File: src/rtl/fsmf_pkg.sv
`timescale 1ns / 1ps
`default_nettype none
// ---------------------------------------------------------------------------
// fsmf_pkg: shared types and constants of the frame store median filter
// Frame geometry, field widths, command codes and the queued command word.
// ---------------------------------------------------------------------------
package fsmf_pkg;

  localparam int MAX_WIDTH  = 64;
  localparam int MAX_HEIGHT = 64;
  localparam int MAX_RADIUS = 2;

  localparam int DEPTH  = MAX_WIDTH * MAX_HEIGHT;
  localparam int ADDR_W = $clog2(DEPTH);

  localparam int X_W    = 6;
  localparam int Y_W    = 6;
  localparam int DIM_W  = 7;
  localparam int RAD_W  = 2;
  localparam int CH_W   = 32;
  localparam int PASS_W = 4;
  localparam int KIND_W = 2;

  localparam int SPAN_MAX  = 2 * MAX_RADIUS + 1;
  localparam int WIN_MAX   = SPAN_MAX * SPAN_MAX;
  localparam int WIN_IDX_W = $clog2(WIN_MAX);
  localparam int WIN_CNT_W = $clog2(WIN_MAX + 1);
  localparam int OFF_W     = $clog2(SPAN_MAX);
  localparam int SX_W      = DIM_W + 2;

  localparam int FIFO_DEPTH = 2;
  localparam int FIFO_PTR_W = $clog2(FIFO_DEPTH);
  localparam int FIFO_CNT_W = $clog2(FIFO_DEPTH + 1);

  localparam int CFG_IDX_W  = 2;
  localparam int CFG_DATA_W = 7;
  localparam logic [CFG_IDX_W-1:0] CFG_WIDTH  = 2'd0;
  localparam logic [CFG_IDX_W-1:0] CFG_HEIGHT = 2'd1;
  localparam logic [CFG_IDX_W-1:0] CFG_RADIUS = 2'd2;

  localparam logic [DIM_W-1:0] WIDTH_RST  = 7'd64;
  localparam logic [DIM_W-1:0] HEIGHT_RST = 7'd64;
  localparam logic [RAD_W-1:0] RADIUS_RST = 2'd1;

  localparam logic [DIM_W-1:0] MAX_W_DIM = DIM_W'(MAX_WIDTH);
  localparam logic [DIM_W-1:0] MAX_H_DIM = DIM_W'(MAX_HEIGHT);
  localparam logic [RAD_W-1:0] MAX_R_RAD = RAD_W'(MAX_RADIUS);

  localparam logic [CH_W-1:0] Q_ONE = 32'h0001_0000;

  typedef enum logic [KIND_W-1:0] {
    KIND_ACC    = 2'd0,
    KIND_MARK   = 2'd1,
    KIND_FILTER = 2'd2,
    KIND_READ   = 2'd3
  } kind_t;

  typedef struct packed {
    logic [CH_W-1:0] red;
    logic [CH_W-1:0] green;
    logic [CH_W-1:0] blue;
  } pix_t;

  localparam int PIX_W = $bits(pix_t);

  typedef struct packed {
    kind_t             kind;
    logic              err;
    logic [ADDR_W-1:0] addr;
    pix_t              add;
    logic [PASS_W-1:0] passes;
  } op_t;

  typedef struct packed {
    logic clearing;
  } eng_stat_t;

  function automatic logic [DIM_W-1:0] eff_dim(input logic [DIM_W-1:0] v,
                                               input logic [DIM_W-1:0] maxv);
    logic [DIM_W-1:0] res;
    if (v == '0) res = DIM_W'(1);
    else if (v > maxv) res = maxv;
    else res = v;
    return res;
  endfunction

  function automatic logic [RAD_W-1:0] eff_rad(input logic [RAD_W-1:0] v);
    return (v > MAX_R_RAD) ? MAX_R_RAD : v;
  endfunction

  function automatic logic [ADDR_W-1:0] pix_addr(input logic [X_W-1:0] x,
                                                 input logic [Y_W-1:0] y);
    return ADDR_W'(ADDR_W'(y) * ADDR_W'(MAX_WIDTH) + ADDR_W'(x));
  endfunction

endpackage
`default_nettype wire

File: src/rtl/fsmf_fifo.sv
`timescale 1ns / 1ps
`default_nettype none
// ---------------------------------------------------------------------------
// fsmf_fifo: command queue between front and back end
// A short register queue of classified commands.
// ---------------------------------------------------------------------------
module fsmf_fifo (
  input  wire logic           clk,
  input  wire logic           rst_n,
  input  wire logic           push,
  input  wire fsmf_pkg::op_t  din,
  input  wire logic           pop,
  output fsmf_pkg::op_t       head,
  output logic                empty,
  output logic                full
);

  fsmf_pkg::op_t                         q_r [fsmf_pkg::FIFO_DEPTH];
  logic [fsmf_pkg::FIFO_PTR_W-1:0]       wr_ptr_r;
  logic [fsmf_pkg::FIFO_PTR_W-1:0]       rd_ptr_r;
  logic [fsmf_pkg::FIFO_CNT_W-1:0]       cnt_r;

  assign head  = q_r[rd_ptr_r];
  assign empty = (cnt_r == '0);
  assign full  = (cnt_r == fsmf_pkg::FIFO_CNT_W'(fsmf_pkg::FIFO_DEPTH));

  always_ff @(posedge clk) begin
    if (push) q_r[wr_ptr_r] <= din;
    if (!rst_n) begin
      wr_ptr_r <= '0;
      rd_ptr_r <= '0;
      cnt_r    <= '0;
    end else begin
      if (push) wr_ptr_r <= wr_ptr_r + 1'b1;
      if (pop) rd_ptr_r <= rd_ptr_r + 1'b1;
      if (push && !pop) cnt_r <= cnt_r + 1'b1;
      else if (pop && !push) cnt_r <= cnt_r - 1'b1;
    end
  end

endmodule
`default_nettype wire

File: config.mk
export PLATFORM = sky130hd
export DESIGN_NAME = fsmf_fifo
export DESIGN_NICKNAME = d
export VERILOG_FILES = /design/src/rtl/fsmf_pkg.sv /design/src/rtl/fsmf_fifo.sv
export SDC_FILE = /design/constraint.sdc
export NUM_CORES = 1
export LEC_CHECK = 0
export ABC_AREA = 1
export BUFFER_PORTS_ARGS = -buffer_cell sky130_fd_sc_hd__buf_2
export CAP_MARGIN = 0
export CORE_ASPECT_RATIO = 0.75
export CORE_MARGIN = 2
export CORE_UTILIZATION = 44
export DETAILED_ROUTE_END_ITERATION = 7
export PLACE_DENSITY_LB_ADDON = 0.12
export SETUP_SLACK_MARGIN = 0.5
export SYNTH_ARGS = -nofsm -noshare
export SYNTH_HDL_FRONTEND = slang
export SYNTH_SLANG_ARGS = --single-unit
File: constraint.sdc
create_clock -name clk -period 5.83 [get_ports clk]
set_input_delay 0 -clock clk [delete_from_list [all_inputs] [get_ports clk]]
set_output_delay 0 -clock clk [all_outputs]
set_load 0.05 [all_outputs]
# After elaboration in Yosys (flattened, before gate mapping)
# Memories as Yosys holds them, arrays and structs flattened. A register that Yosys moved wholly into a read port is not among the register bits.
# Cells that the tools add are included.
dict set report totals {
  regBits 4
  latchBits 0
  ramBits 230
  romBits 0
  output_inout_bits 117
  n_memories 1
}
dict set report classes {
  n_addsub 4
  multipliers 0
  div_mod_pow 0
  order_cmp 0
  eq_ne 1
  shift 0
  mux 6
  bitwise 0
  n_reduce_logical 6
}
# memory depth width read_ports rd_clocked_by_memory_dff write_ports line_no
set memory_table {}
lappend memory_table {q_r 2 115 1 1 1 fsmf_fifo.sv:18} ;# fsmf_pkg::op_t q_r [fsmf_pkg::FIFO_DEPTH];
# op count
set op_table {}
lappend op_table {{$mux 1} 4}
lappend op_table {{$mux 2} 2}
lappend op_table {{$add 1x1->1 const B} 2}
lappend op_table {{$add 2x1->2 const B} 1}
lappend op_table {{$eq 2x2->1 const B} 1}
lappend op_table {{$logic_and 1x1->1} 2}
lappend op_table {{$logic_not 1->1} 2}
lappend op_table {{$logic_not 2->1} 1}
lappend op_table {{$reduce_bool 2->1} 1}
lappend op_table {{$sub 2x1->2 const B} 1}

# Depth between registers and ports, before layout
dict set report depth {
  word_depth 4
  ltp_mapped 8
}

# Least setup slack after synthesis
# Ideal clock, no wire load.
dict set report synth_path {
  kind {reg-to-reg}
  startpoint {reg wr_ptr_r}
  endpoint {mem q_r[0][0] in the netlist's numbering (enable)}
  setup_time_ns 0.593
  arrival_time_ns 5.095
  required_time_ns 5.237
  path_slack_ns 0.142
  stages_incl_launch_ff 2
  period_less_slack_ns 5.688
  cell_sequence {dfxtp_1 nor2_1}
}
# item line_no
set synth_lines {}
lappend synth_lines {{from (decl)} fsmf_fifo.sv:19} ;# logic [fsmf_pkg::FIFO_PTR_W-1:0] wr_ptr_r;
lappend synth_lines {{from (signal assigned)} fsmf_fifo.sv:34} ;# if (push) wr_ptr_r <= wr_ptr_r + 1'b1;
lappend synth_lines {{to (decl)} fsmf_fifo.sv:18}
# No word-level cell before the write port.

==> results.yml <==
timing:
  timing.final.crit_period_ns: 2.64
  period_share: 0.452
  timing_worst_slew_pin_value_ns: 0.938
  finalHoldWorstSlack_ns: 0.215
  finalHoldViolCount: 0
  setup_tns_ns: 0
  finalSetupViolCount: 0
  finClkSkew_ns: 0.0283
  upper_clock_frequency_limit_ghz: 0.379
  final_max_slew_viol_count: 0
  rsz0062_at_grt: "false"
  relSlewSlack: 0.375
setup_path:
  cp_cell_sequence: "buf_4 > mux2_2 > buf_2"
  crit_path_max_fanout: 51
  startpoint_type: "register"
  worst_setup_path_end_kind: "output pin"
  cell_family_with_the_largest_share_of_critical_path_delay: "buffers and inverters"
  path_class: "register to output pin"
  crit_buf_inv: 2
  worst_path_largest_cell_delay_ns: 0.77
  crit_path_top_delay_cell: "buf_4"
  worst-r2r-cell-count: 3
  cp.required_ns: 5.83
  r2r-start: "wr_ptr_r"
  critical_path_arrival_ns: 2.64
  slack_of_the_worst_reg_to_reg_path_ns: 3.54
  timing.rr.end: "q_r[1][36]"
logic_synthesis:
  avgSynthCellArea_um2: 22.2
  syn_warnings: 0
  yosysTopAreaCell: "edfxtp_1"
  post_synth_inst_count: 393
  ys_seq_area_frac: 0.803
  yosysTopAreaCellShare: 0.792
  synth-seq-cells: 235
  synthTopCellsByArea: "edfxtp_1 79%, mux2_4 8.6%, mux2_2 8.4%"
  synthesis.area_mm2: 0.00873
  ys_types: 14
  mappedNetlistNets: 513
die:
  rows: 44
  boundaryPins: 236
  initial_core_util: 0.450
  floorplan.die_area_mm2: 0.0210
  placeableCoreArea_mm2: 0.0194
  chipHeight_um: 126
  fp.dieW_um: 167
power_and_ir_drop:
  irDropWorstVdd_mv: 0.209
  power-per-cell-area_mw_per_mm2: 326
  power.sequential.fraction: 0.506
  logic_gate_share_of_total_power: 0.164
  power_frac_clock: 0.329
  total_switching_power_mw: 1.01
  power.switching_fraction: 0.259
  power.internal_mw: 2.90
  p_leak_nw: 4.69
drt:
  drt_iter0_markers: 210
  detail_route.first_pass.iterations: 4
  dr_total_vias: 4816
  post_drt_via_cell_ratio: 4.66
  post_drt_wl_per_cell_um: 16.2
  detail_route.drc_violations: 0
  routed_wirelength_mm: 16.8
  detail-route-antenna-nets: 0
hold_path:
  hold_path.class: "input pin to register"
  hold_start: "din[15]"
  worst_hold_path.num_cells: 2
  hold_path_end: "q_r[0][15]"
cells_and_area:
  finish.utilization: 0.621
  number_of_antenna_repair_diodes: 0
  number_of_nets_in_the_layout: 886
  final-instance-count-excl-fill: 1034
  fraction_of_layout_cells_with_a_size_suffix_above_1: 0.497
  area_delta_synth_final_pct: 37.8
clock_tree:
  cts-root-buf: "clkbuf_16"
  clk_transition_reported_paths_ns: 0.06
  clock_sink_count: 235
  tritoncts.num_buffers: 23
  post_cts.repair.setup_buffers: 0
  ctsHtreeMaxLevel: 1
  cts_resized: 0
  clock_tree_from_tritoncts: "done"
  cts_max_path_buffers: 3
  clk_latency_ns: 0.51
  postCtsHoldBufs: 121
global_routing:
  grt_pass1_wl_mm: 25.7
  grt_pass1_vias: 5045
  groute.usage.overall: 0.155
  grt_max_degree: 66
  grt_overflow: 0
  antenna_found_initial: 0
run_status:
  status: "finished clean"
place:
  placed_cells: 873
  post-dp-hpwl_mm: 10.6
  place.port_buffers: 235
  final_weighted_congestion_of_routability_driven_global_placement: 0.723
flow_run:
  drv.max_cap_violation_count: 0
stage by stage:
| stage | cell area (um2) | power [mW] | setup WS (ns) |
|---|---|---|---|
| after floorplan | 8730 | 2.46 | 2.06 |
| after global placement | 10200 | 2.59 | 3.54 |
| after detailed placement | 10200 | 2.60 | 3.50 |
| after CTS | 12000 | 3.97 | 3.14 |
| after global routing | 12000 | 4.07 | 3.04 |
| final | 12000 | 3.92 | 3.19 |
flip-flops by register name, indices dropped and copies added (netlist names), named ones only:
name      count
cnt_r         2
q_r         230
rd_ptr_r      1
wr_ptr_r      1
cell usage in the layout (no fill, tap or decap):
cell           instances
inv_4                  1
a21oi_1                1
mux2_4                50
dfxtp_4                1
clkbuf_16             23
nand2_1                8
edfxtp_1             230
inv_1                  7
ha_1                   1
nand3_1                1
o21ai_0                1
nor2_1                 8
clkinv_2               5
inv_6                  1
clkinvlp_4             1
buf_4                  5
clkbuf_1               4
dfxtp_1                4
clkinv_1               6
buf_2                235
nand4_1                1
mux2_2                65
dlygate4sd3_1        121
nor2_4                 1
area by class of cell:
type                            instances  area, um2
Clock buffer                           27        591
Clock inverter                         13       63.8
Fill cell                            1446       7350
Inverter                                8       32.5
Multi-Input combinational cell        137       1590
Sequential cell                       235       7010
Tap cell                              253        317
Timing Repair Buffer                  361       2420
power groups by stage:
| stage | Sequential [mW] | Combinational [mW] | Clock, mW |
|---|---|---|---|
| CTS | 1.98 | 0.651 | 1.33 |
| global placement | 2.01 | 0.577 | 0 |
| finish | 1.98 | 0.644 | 1.29 |
| detailed placement | 2.02 | 0.584 | 0 |
| floorplan | 2.01 | 0.446 | 0 |
| global route | 1.99 | 0.679 | 1.40 |
cell usage after synthesis, drive strengths merged:
master,number
ha,1
dfxtp,5
mux2,115
o21ai,1
inv,8
nor2,9
nand3,1
nand2,8
buf,13
edfxtp,230
a21oi,1
nand4,1
logic make-up (layout without fill, tap and decap cells):
kind of cell    after synthesis  count (layout)  synth area share
fa+ha+maj                     1               1           0.00143
buf+inv                      21             409            0.0159
simple gates                 19              19           0.00860
mux                         115             115             0.170
flops                       235             235             0.803
compound gates                2               2           0.00115
how the worst max path moves through the flow:
stage / depth (start not counted) / slack, ns / to / startpoint
2_1_floorplan: 1 / 2.06 / q_r[0][0] / wr_ptr_r
3_3_place_gp: 3 / 3.54 / q_r[1][81] / wr_ptr_r
3_5_place_dp: 3 / 3.50 / q_r[1][81] / wr_ptr_r
4_1_cts: 3 / 3.14 / head[100] / register
5_1_grt: 3 / 3.04 / head[100] / register
6_report: 3 / 3.19 / head[100] / register
routing by layer:
metal  GRT usage  part of all wire  up-vias
li1            -                 -     2286
met1       0.194              0.43     2335
met2       0.260              0.47      174
met3      0.0550             0.082       21
met4      0.0375             0.019        0
met5           0                 0        -
worst register-to-register path: cells and delay by family, from the launching register on:
family / cells / cell delay [ns]
buffers and inverters: 2 / 1.34
flip-flops: 1 / 0.39
AND/OR/NAND/NOR: 1 / 0.13
No activity file was read; power rests on OpenSTA's default activity.
