### src/rtl/fsmf_pkg.sv
`timescale 1ns / 1ps
`default_nettype none
// ---------------------------------------------------------------------------
// fsmf_pkg: shared types and constants of the frame store median filter
// Frame geometry, field widths, command codes and the queued command word.
// ---------------------------------------------------------------------------
package fsmf_pkg;

  localparam int MAX_WIDTH  = 64;
  localparam int MAX_HEIGHT = 64;
  localparam int MAX_RADIUS = 2;

  localparam int DEPTH  = MAX_WIDTH * MAX_HEIGHT;
  localparam int ADDR_W = $clog2(DEPTH);

  localparam int X_W    = 6;
  localparam int Y_W    = 6;
  localparam int DIM_W  = 7;
  localparam int RAD_W  = 2;
  localparam int CH_W   = 32;
  localparam int PASS_W = 4;
  localparam int KIND_W = 2;

  localparam int SPAN_MAX  = 2 * MAX_RADIUS + 1;
  localparam int WIN_MAX   = SPAN_MAX * SPAN_MAX;
  localparam int WIN_IDX_W = $clog2(WIN_MAX);
  localparam int WIN_CNT_W = $clog2(WIN_MAX + 1);
  localparam int OFF_W     = $clog2(SPAN_MAX);
  localparam int SX_W      = DIM_W + 2;

  localparam int FIFO_DEPTH = 2;
  localparam int FIFO_PTR_W = $clog2(FIFO_DEPTH);
  localparam int FIFO_CNT_W = $clog2(FIFO_DEPTH + 1);

  localparam int CFG_IDX_W  = 2;
  localparam int CFG_DATA_W = 7;
  localparam logic [CFG_IDX_W-1:0] CFG_WIDTH  = 2'd0;
  localparam logic [CFG_IDX_W-1:0] CFG_HEIGHT = 2'd1;
  localparam logic [CFG_IDX_W-1:0] CFG_RADIUS = 2'd2;

  localparam logic [DIM_W-1:0] WIDTH_RST  = 7'd64;
  localparam logic [DIM_W-1:0] HEIGHT_RST = 7'd64;
  localparam logic [RAD_W-1:0] RADIUS_RST = 2'd1;

  localparam logic [DIM_W-1:0] MAX_W_DIM = DIM_W'(MAX_WIDTH);
  localparam logic [DIM_W-1:0] MAX_H_DIM = DIM_W'(MAX_HEIGHT);
  localparam logic [RAD_W-1:0] MAX_R_RAD = RAD_W'(MAX_RADIUS);

  localparam logic [CH_W-1:0] Q_ONE = 32'h0001_0000;

  typedef enum logic [KIND_W-1:0] {
    KIND_ACC    = 2'd0,
    KIND_MARK   = 2'd1,
    KIND_FILTER = 2'd2,
    KIND_READ   = 2'd3
  } kind_t;

  typedef struct packed {
    logic [CH_W-1:0] red;
    logic [CH_W-1:0] green;
    logic [CH_W-1:0] blue;
  } pix_t;

  localparam int PIX_W = $bits(pix_t);

  typedef struct packed {
    kind_t             kind;
    logic              err;
    logic [ADDR_W-1:0] addr;
    pix_t              add;
    logic [PASS_W-1:0] passes;
  } op_t;

  typedef struct packed {
    logic clearing;
  } eng_stat_t;

  function automatic logic [DIM_W-1:0] eff_dim(input logic [DIM_W-1:0] v,
                                               input logic [DIM_W-1:0] maxv);
    logic [DIM_W-1:0] res;
    if (v == '0) res = DIM_W'(1);
    else if (v > maxv) res = maxv;
    else res = v;
    return res;
  endfunction

  function automatic logic [RAD_W-1:0] eff_rad(input logic [RAD_W-1:0] v);
    return (v > MAX_R_RAD) ? MAX_R_RAD : v;
  endfunction

  function automatic logic [ADDR_W-1:0] pix_addr(input logic [X_W-1:0] x,
                                                 input logic [Y_W-1:0] y);
    return ADDR_W'(ADDR_W'(y) * ADDR_W'(MAX_WIDTH) + ADDR_W'(x));
  endfunction

endpackage
`default_nettype wire

### src/rtl/fsmf_front.sv
`timescale 1ns / 1ps
`default_nettype none
// ---------------------------------------------------------------------------
// fsmf_front: input acceptance and command classification
// Checks coordinates against the frame and forms the queued command word.
// ---------------------------------------------------------------------------
module fsmf_front (
  input  wire logic                            in_valid,
  output logic                                 in_stall,
  input  wire logic [fsmf_pkg::KIND_W-1:0]     in_kind,
  input  wire logic [fsmf_pkg::X_W-1:0]        in_pos_x,
  input  wire logic [fsmf_pkg::Y_W-1:0]        in_pos_y,
  input  wire logic [fsmf_pkg::CH_W-1:0]       in_add_red,
  input  wire logic [fsmf_pkg::CH_W-1:0]       in_add_green,
  input  wire logic [fsmf_pkg::CH_W-1:0]       in_add_blue,
  input  wire logic [fsmf_pkg::PASS_W-1:0]     in_pass_count,
  input  wire logic [fsmf_pkg::DIM_W-1:0]      eff_w,
  input  wire logic [fsmf_pkg::DIM_W-1:0]      eff_h,
  input  wire fsmf_pkg::eng_stat_t             stat,
  input  wire logic                            q_full,
  output logic                                 q_push,
  output fsmf_pkg::op_t                        q_din
);

  logic outside;

  assign outside = ({1'b0, in_pos_x} >= eff_w) || ({1'b0, in_pos_y} >= eff_h);

  always_comb begin
    q_din.kind   = fsmf_pkg::kind_t'(in_kind);
    q_din.err    = (fsmf_pkg::kind_t'(in_kind) != fsmf_pkg::KIND_FILTER) && outside;
    q_din.addr   = fsmf_pkg::pix_addr(in_pos_x, in_pos_y);
    q_din.add    = '{red: in_add_red, green: in_add_green, blue: in_add_blue};
    q_din.passes = in_pass_count;
  end

  // No words are taken while the frame is being cleared after reset.
  assign in_stall = q_full || stat.clearing;
  assign q_push   = in_valid && !in_stall;

endmodule
`default_nettype wire

### config.mk
export PLATFORM = sky130hd
export DESIGN_NAME = fsmf_front
export DESIGN_NICKNAME = d
export VERILOG_FILES = /design/src/rtl/fsmf_pkg.sv /design/src/rtl/fsmf_front.sv
export SDC_FILE = /design/constraint.sdc
export NUM_CORES = 1
export LEC_CHECK = 0
export BUFFER_PORTS_ARGS = -buffer_cell sky130_fd_sc_hd__buf_4
export CORE_AREA = 8 8 89 91
export DETAILED_ROUTE_END_ITERATION = 8
export DIE_AREA = 0 0 97 99
export GPL_TIMING_DRIVEN = 0
export SYNTH_ARGS = -nofsm -noshare
export SYNTH_HDL_FRONTEND = slang
export SYNTH_SLANG_ARGS = --single-unit
### constraint.sdc
create_clock -name vclk -period 1.3
set_input_delay 0.065 -clock vclk [all_inputs]
set_output_delay 0.065 -clock vclk [all_outputs]
set_load 0.01 [all_outputs]
After elaboration in Yosys (flattened, before gate mapping)
Cells that the tools add are included.
{"block": "classes", "add_sub_neg": 1, "order_cmp": 2, "n_eq_ne": 1, "reduce_logical": 5}
{"operator": "$ge A6 B7 Y1", "n": 2}
{"operator": "$add A12 B6 Y12", "n": 1}
{"operator": "$logic_and A1 B1 Y1", "n": 2}
{"operator": "$logic_or A1 B1 Y1", "n": 2}
{"operator": "$ne A2 B2 Y1 const B", "n": 1}
{"operator": "$logic_not A1 Y1", "n": 1}
{"block": "totals", "reg_bits": 0, "inputBits": 131, "out_inout_bits": 117, "wordCells": 9}

Longest topological paths before layout
Gate-level depths: netlist of the first run.
{"block": "depth", "word_depth": 3, "depth_mapped": 7, "ltp_nobuf": 7}

Least setup slack after synthesis of the first run
No wires, ideal clock.
{"block": "synth_timing", "path_kind": "input port to output port", "from": "input port eff_h[5] in the netlist's numbering", "to": "output port q_din[112] in the netlist's numbering", "arrival_time_ps": 968, "t_required_ps": 1235, "setup_slack_ps": 267, "stages": 6, "n_path_buf": 0, "cell_sequence": "inv_1 ha_1 o2111ai_1 a21oi_1 a211oi_1 o31ai_1"}
{"item": "from (decl)", "line": "fsmf_front.sv:18", "source": "input wire logic [fsmf_pkg::DIM_W-1:0] eff_h,"}
{"item": "to (decl)", "line": "fsmf_front.sv:22", "source": "output fsmf_pkg::op_t q_din"}

==> flow_results.org, run 1 <==
** Timing
- Number of hold-slack violations in the final timing report :: 0
- Worst-case hold slack :: approximately 0.31 ns
- Transition time of the tightest slew-check pin :: between 0.2 and 0.3 ns
- Setup_tns :: 0 ns
- The number of slew-limit violations in the final report was 0.
- Max Clock Freq :: approximately 0.8 GHz
- Slew headroom :: 82.4%
- RSZ-0062 raised after global routing :: yes
- Final clock period utilization by the worst path :: 96.3%
- Final period demand of the worst path :: ~1.3 ns
- Setup violations remaining at the end of the flow were counted as 0.

** Detailed routing
- Highest signal layer in the routed design :: met3
- The detail route stage leaves a number of antenna-violating nets equal to 0.
- Number of vias per cell :: around 3.6
- The detailed router placed approximately 1,400 vias in this run.
- Number of design-rule violations left by the first detailed-router iteration :: 6
- Sum of met3 wire segment lengths after detailed routing :: a little over 800 um
- Detailed-routed wire length on met2 :: about 3 mm
- Total iterations of the first detailed-routing run :: 3
- Detailed-route wire length :: between 5 and 6 mm
- DR WL/cell :: between 10 and 15 um
- Remaining routing DRC violations :: 0
- Routed length on met1 :: approximately 1.6 mm

** Final layout
- Nets :: 452
- There are 0 flip-flops and latches.
- Final-layout clock buffer total :: 0
- Area added between synthesis and finish :: 114%
- Fill cells in the final layout number just under 700.
- Final non-filler cell area :: around 2500 um2
- Number of antenna cells inserted :: 0
- Registers take 0 um2.
- Share of post-route cells with drive strength above 1 :: between 90 and 100%

** Power and ir drop
- Of the total power, combinational logic draws 100.0%.
- The worst-case IR drop observed on VDD is approximately 0.16 mV.
- In this run the static leakage power is approximately 0.0015 uW.
- Proportion of power drawn by the clock network :: 0%
- Sequential cells burn 0% of the power.
- Final Total Pwr :: 876 uW
- Net Switching :: between 300 and 400 uW
- Dividing total power by cell area gives a power density of approximately 350 nW/um2.
- Net switching fraction of the power :: between 30% and 40%
- The internal portion of the total power is around 570 uW.

** Synthesis
- The mapped netlist covers roughly 1200 um2.
- Of all cell types, the one taking the most synthesized area is buf_4.
- Post-synthesis instance total :: ~160
- The number of different library cells used by synthesis comes to 15.
- Mapped Nets :: a little over 300
- Area share of fa/ha/maj cells after synthesis :: roughly an eighth
- Sequential element share of the synthesized area :: 0%
- Yosys instantiated no cell more often than buf_4.
- By count the netlist is led by buf_4 (114), inv_1 (14), ha_1 (12).
- Of the total synthesized cell area, the portion taken by AND, OR, NAND and NOR gates is 3.94%.
- The synthesized netlist devotes under 10% of its cell area to compound gates.
- The synthesized design devotes to its leading area cell type 72.9% of total area.
- Biggest area contributors in the synthesized netlist :: buf_4 (73%), ha_1 (13%), inv_1 (4.5%)
- Post-synthesis share of cell area spent on xor and xnor gates :: 0%
- After synthesis, the share of cell area in mux cells is 0%.
- Average footprint of a synthesized cell :: between 7 and 8 um2
- Dominant combinational cell family by area after synthesis :: buffers and inverters
- During synthesis, Yosys emitted a total of 0 warnings.

** Setup path
- Category of the most critical setup path :: in2out
- Crit. Startpoint :: in_pos_x[0]
- Among all stages on the critical path, the largest delay is contributed by o31ai_2.
- The cell family contributing the most delay on the critical path is compound AO/OA/AOI/OAI gates.
- The critical path goes through buf_8 -> inv_4 -> ha_4 -> nand2b_4 -> nand3_2 -> a21oi_2 -> o31ai_2 -> o31ai_1 -> buf_4.
- Counting buffers and inverters, the worst setup path is 9 cells deep.
- STA classifies the critical path endpoint as an output pin.
- The worst setup path is launched from an input port.
- For this run, the slowest stage of the critical path takes 0.28 ns.
- Data required time at the worst endpoint :: approximately 1.2 ns
- The critical path ends at q_din[112].
- The critical path contains buffers and inverters numbering 3 combined.
- Highest fanout seen on the critical path :: 2
- Data on the critical path arrives at its endpoint at 1.19 ns.

** Place
- Sum of net half-perimeters after detailed placement :: around 5.3 mm
- The congestion estimate from routability-driven global placement came to ~0.7.
- Input and output buffers added on the ports amount to around 150.
- Total cell area at the placement stage :: ~2400 um2

** Global route
- The first global-routing pass estimated about 7.9 mm of wire.
- Entering global routing, the biggest net connects 3 pins.
- For this run, the total global-route usage over all layers was measured as just under 10%.
- Vias in the first global route :: between 1,500 and 2,000
- Residual overflow from global routing :: 0
- Antenna violations before repair :: 0

** Die
- Core Footprint :: between 6000 and 7000 um2
- From bottom edge to top edge, the die measures approximately 99 um.
- In this run the horizontal extent of the chip is between 90 and 100 um.
- Pin placement for this block handled ~250 I/O pins.
- The floorplan step defined a die boundary enclosing 9600 um2.
- Initial Util :: between 15 and 20%
- The initialized floorplan defines 30 standard-cell rows.

** Flow run
- Across the run, the number of max-cap violations was 0.

** Hold path
- The min-delay analysis places its worst path in the category in2out.
- Cell count of the worst hold path :: 2

** Clock network
- Number of setup buffers added after CTS :: 0

** Run status
- Result of the run :: complete, no violations
cell type report:
cell class                 count  area (um2)  area share (%)
tap                           80         100            3.98
timing repair buffer         148        1120            44.5
inverter                      14        55.1            2.19
buffer                       114         856            34.0
multi-input combinational     31         384            15.3
per-layer routing:
layer | GRT usage (%) | vias up
met1 | 8.57 | 566
met4 | 0 | 0
met5 | 0 | -
met2 | 19.2 | 133
met3 | 5.67 | 0
li1 | - | 676
timing repair:
action                     in CTS  in global routing
setup endpoints to repair       1                  1
cloned                          0                  0
hold buffers                    0                  0
pin swaps                       4                  5
resized for setup               8                 13
power groups by stage:
stage | Sequential, uW | Clock [uW] | Combinational (uW)
after floorplan | 0 | 0 | 430
after global placement | 0 | 0 | 827
after detailed placement | 0 | 0 | 835
after CTS | 0 | 0 | 860
after global routing | 0 | 0 | 945
final | 0 | 0 | 876
metrics by stage:
step                      setup slack [ns]  utilization [%]  instances
after floorplan                      0.267                -        159
after global placement             -0.0631             36.3        387
after detailed placement           -0.0485             36.3        387
after CTS                           0.0112             37.1        387
after global routing              -0.00665             38.3        387
final                               0.0484             38.3        387
how the worst min path moves through the flow:
stage	start	to	slack (ns)
2_1_floorplan	in_valid	q_push	0.22
3_3_place_gp	in_add_red[13]	q_din[81]	0.31
3_5_place_dp	in_add_green[12]	q_din[48]	0.31
4_1_cts	in_add_green[12]	q_din[48]	0.31
5_1_grt	in_add_green[20]	q_din[56]	0.31
6_report	in_add_green[1]	q_din[37]	0.31
kinds of logic (layout without fill, tap and decap cells):
logic type / count (synthesis) / count (layout)
AOI/OAI and AO/OA: 10 / 10
and+or+nand+nor: 9 / 9
adders and majority gates: 12 / 12
buffers and inverters: 128 / 276
cell usage in the layout (no fill, tap or decap), drive strengths merged:
cell type,n
nor2b,2
o2111ai,1
inv,14
ha,12
a21o,1
nand3,2
o31ai,2
a211oi,1
nand2b,1
nor2,3
a21oi,4
o21ai,1
buf,262
or2,1
No activity file was read; power rests on OpenSTA's default activity.
==> run 2: changes to the inputs <==
--- a/config.mk
+++ b/config.mk
@@ -6,10 +6,13 @@
 export NUM_CORES = 1
 export LEC_CHECK = 0
 export BUFFER_PORTS_ARGS = -buffer_cell sky130_fd_sc_hd__buf_4
-export CORE_AREA = 8 8 89 91
+export CELL_PAD_IN_SITES_DETAIL_PLACEMENT = 1
+export CELL_PAD_IN_SITES_GLOBAL_PLACEMENT = 1
+export CORE_MARGIN = 8
+export CORE_UTILIZATION = 13
 export DETAILED_ROUTE_END_ITERATION = 8
-export DIE_AREA = 0 0 97 99
 export GPL_TIMING_DRIVEN = 0
+export PLACE_DENSITY_LB_ADDON = 0.1
 export SYNTH_ARGS = -nofsm -noshare
 export SYNTH_HDL_FRONTEND = slang
 export SYNTH_SLANG_ARGS = --single-unit
==> run 2 against run 1 <==
  * Final area about the same
  * Final cell count up 7.5%
  * Total power down 0.99%
  * Die area up 28%
  * Non-clock buffer count up 1
  * Largest power group unchanged
  * Via count up 2.9%
  * Highest routed layer unchanged
==> flow_results.org, run 2 (synthesis results as in run 1) <==
** Run status
- Result of the run: complete, no violations (unchanged).

** Timing
- The maximum frequency from static timing analysis is 0.826 GHz (was 0.799 GHz).
- Number of hold-slack violations in the final timing report :: 0 (unchanged)
- The number of slew-limit violations in the final report is 0 (unchanged).
- RSZ-0062 raised after global routing :: no (was yes)
- The post-layout minimum cycle time is 1.21 ns (was 1.25 ns).
- Setup Viol. Count Final :: 0 (unchanged)
- Transition time of the tightest slew-check pin :: 0.205 ns (was 0.262 ns)
- The normalized max-slew margin is 86.2% (was 82.4%).
- Final clock period utilization by the worst path :: 93.2% (was 96.3%)

** Global route
- Global-route wire length before repair :: 8.80 mm (was 7.91 mm)
- The largest net degree at the start of global routing came to 3 (unchanged).
- The overall routing resource usage was 8.57% (was 9.65%).
- Vias in the first global route :: 1,709 (was 1,537)
- Residual overflow from global routing :: 0 (unchanged)
- Antenna violations before repair :: 0 (unchanged)

** Place
- The total instance count after detailed placement came to 415 (was 387).
- Total cell area at the placement stage :: 2420 um2 (was 2380 um2)
- Port Buffers :: 148 (unchanged)
- Sum of net half-perimeters after detailed placement :: 5.86 mm (was 5.28 mm)
- The final weighted congestion in routability-driven placement was 0.634 (was 0.715).

** Setup path
- Data required time at the worst endpoint :: 1.24 ns (about the same)
- The arrival time of data at the critical path endpoint is 1.15 ns (was 1.19 ns).
- Critical path cell sequence: buf_4 -> inv_2 -> ha_1 -> o2111ai_2 -> a21oi_2 -> a211oi_2 -> o31ai_1 -> buf_4 (was buf_8 -> inv_4 -> ha_4 -> nand2b_4 -> nand3_2 -> a21oi_2 -> o31ai_2 -> o31ai_1 -> buf_4).
- Longest individual stage delay on the worst path :: 0.29 ns (was 0.28 ns)
- Max stage delay cell, worst path :: ha_1 (was o31ai_2)
- The endpoint type of the worst setup path is an output pin (unchanged).
- The startpoint type of the worst setup path is an input port (unchanged).
- Category of the most critical setup path :: in2out (unchanged)
- The highest fanout seen on the critical path came to 1 (was 2).
- Counting stages on the worst path, the most repeated cell is buf_4.

** Final layout
- The most frequent standard cell in the layout excluding fill and tap cells is buf_4 (unchanged).
- Area of the multi-input gates :: 354 um2 (was 384 um2)
- The final net count came to 453 (was 452).
- The post-synthesis to final-layout area growth was 114% (about the same).
- The cell area after layout is 2520 um2 (was 2510 um2).
- The sequential cell count is 0 (unchanged).
- Number of antenna cells inserted :: 0 (unchanged)
- Commonest cells after routing, fill and taps aside: buf_4 (263), inv_1 (9), ha_1 (8) (was buf_4 (261), inv_1 (12), ha_4 (6), ha_1 (6), a21oi_2 (4)).
- Share of post-route cells with drive strength above 1 :: 91.6% (was 91.5%)
- The count of fill cells added during filler insertion came to 1,099 (was 683).
- The non-filler instance count after layout came to 416 (was 387).
- The clock buffer count was 0 (unchanged).
- The sequential cell area in the final layout was 0 um2 (unchanged).

** Power and ir drop
- Areal power density over the cells :: 345 nW/um2 (was 349 nW/um2)
- The total leakage power came to 0.00147 uW (about the same).
- The sequential power share came to 0% (about the same).
- The proportion of total power due to net switching came to 35.3% (was 35.4%).
- Cell internal pwr :: 562 uW (was 566 uW)
- The worst ir drop on vdd was 0.104 mV (was 0.158 mV).
- Net Switching :: 306 uW (was 310 uW)
- The fraction of power consumed by combinational cells was 100.0% (about the same).
- The clock group share of total power was 0% (about the same).

** Flow run
- The number of violations of the max-capacitance limit is 0 (unchanged).

** Detailed routing
- Total iterations of the first detailed-routing run :: 2 (was 3)
- DR WL/cell :: 14.4 um (was 14.1 um)
- The violation count after the first detailed-route iteration was 21 (was 6).
- The post-detailed-routing wire length was 6.00 mm (was 5.45 mm).
- The amount of wire on met2 after detailed routing is 3.21 mm (was 2.97 mm).
- Antenna Violating Nets Remaining :: 0 (unchanged)
- Total number of vias :: 1,415 (was 1,375)
- Sum of met3 wire segment lengths after detailed routing :: 1.05 mm (was 831 um)
- The detailed-route vias per instance is 3.40 (was 3.55).
- The top routing layer in use is met3 (unchanged).
- The met1 wire length was 1.74 mm (was 1.65 mm).
- The remaining routing DRC violations came to 0 (unchanged).

** Hold path
- The worst hold path stage count is 2 (unchanged).
- The start point of the worst hold path was in_add_green[27] (was in_add_green[1]).
- The worst-case hold path end point was q_din[63] (was q_din[37]).
- Type of the tightest min-delay check :: in2out (unchanged)

** Die
- The initial core utilization is 13.5% (was 17.9%).
- Core Footprint :: 8720 um2 (was 6570 um2)
- The die outline area came to 12,300 um2 (was 9600 um2).
- Die Y :: 111 um (was 99 um)
- Number of standard-cell rows in the floorplan :: 34 (was 30)
- The I/O pin count is 248 (unchanged).
- The width of the die is 111 um (was 97 um).

** Clock network
- Cts-stage hold buffer count :: 0 (unchanged)
run 2: metal layers:
layer  vias up  GRT usage [%]
li1        678              -
met2       140           17.6
met1       597           6.77
met4         0              0
met5         -              0
met3         0           5.74
run 2: layout make-up:
class                      instances  area share, %
tap                              108           5.37
timing repair buffer             149           44.5
buffer                           114           34.0
multi-input combinational         31           14.1
inverter                          14           2.09
run 2: power by group through the flow:
stage	logic, uW	registers [uW]	clock network [uW]
2_1_floorplan	430	0	0
3_3_place_gp	833	0	0
3_5_place_dp	839	0	0
4_1_cts	858	0	0
5_1_grt	941	0	0
6_report	867	0	0
run 2: stage by stage:
step / total power (uW) / hold slack [ns] / util [%] / TNS, ns / setup WS, ns
after floorplan: 430 / 0.217 / - / 0 / 0.267
after global placement: 833 / 0.309 / 27.7 / -0.0805 / -0.0805
after detailed placement: 839 / 0.309 / 27.7 / -0.0784 / -0.0784
after CTS: 858 / 0.309 / 28.2 / 0 / 0.00227
after global routing: 941 / 0.311 / 28.9 / 0 / 0.00354
final: 867 / 0.308 / 28.9 / 0 / 0.0890
run 2: worst max-delay path, delay by kind of cell:
| family | cells | cell delay [ns] |
|---|---|---|
| buffers and inverters | 3 | 0.26 |
| adder cells (fa/ha/maj) | 1 | 0.29 |
| AO/OA/AOI/OAI | 4 | 0.53 |
run 2: worst max-delay path by stage:
stage,slack [ns],endpoint,cells past startpoint,startpoint
2_1_floorplan,0.27,q_din[112],6,eff_h[5]
3_3_place_gp,-0.08,q_din[112],8,in_pos_y[0]
3_5_place_dp,-0.08,q_din[112],8,in_pos_y[0]
4_1_cts,0.002,q_din[112],7,in_pos_y[3]
5_1_grt,0.004,q_din[112],7,in_pos_x[4]
6_report,0.09,q_din[112],8,eff_h[2]
run 2: what timing repair did:
item	in CTS	in global routing
buffers inserted	1	0
resized for setup	5	13
pin swaps	4	10
setup endpoints to repair	1	1
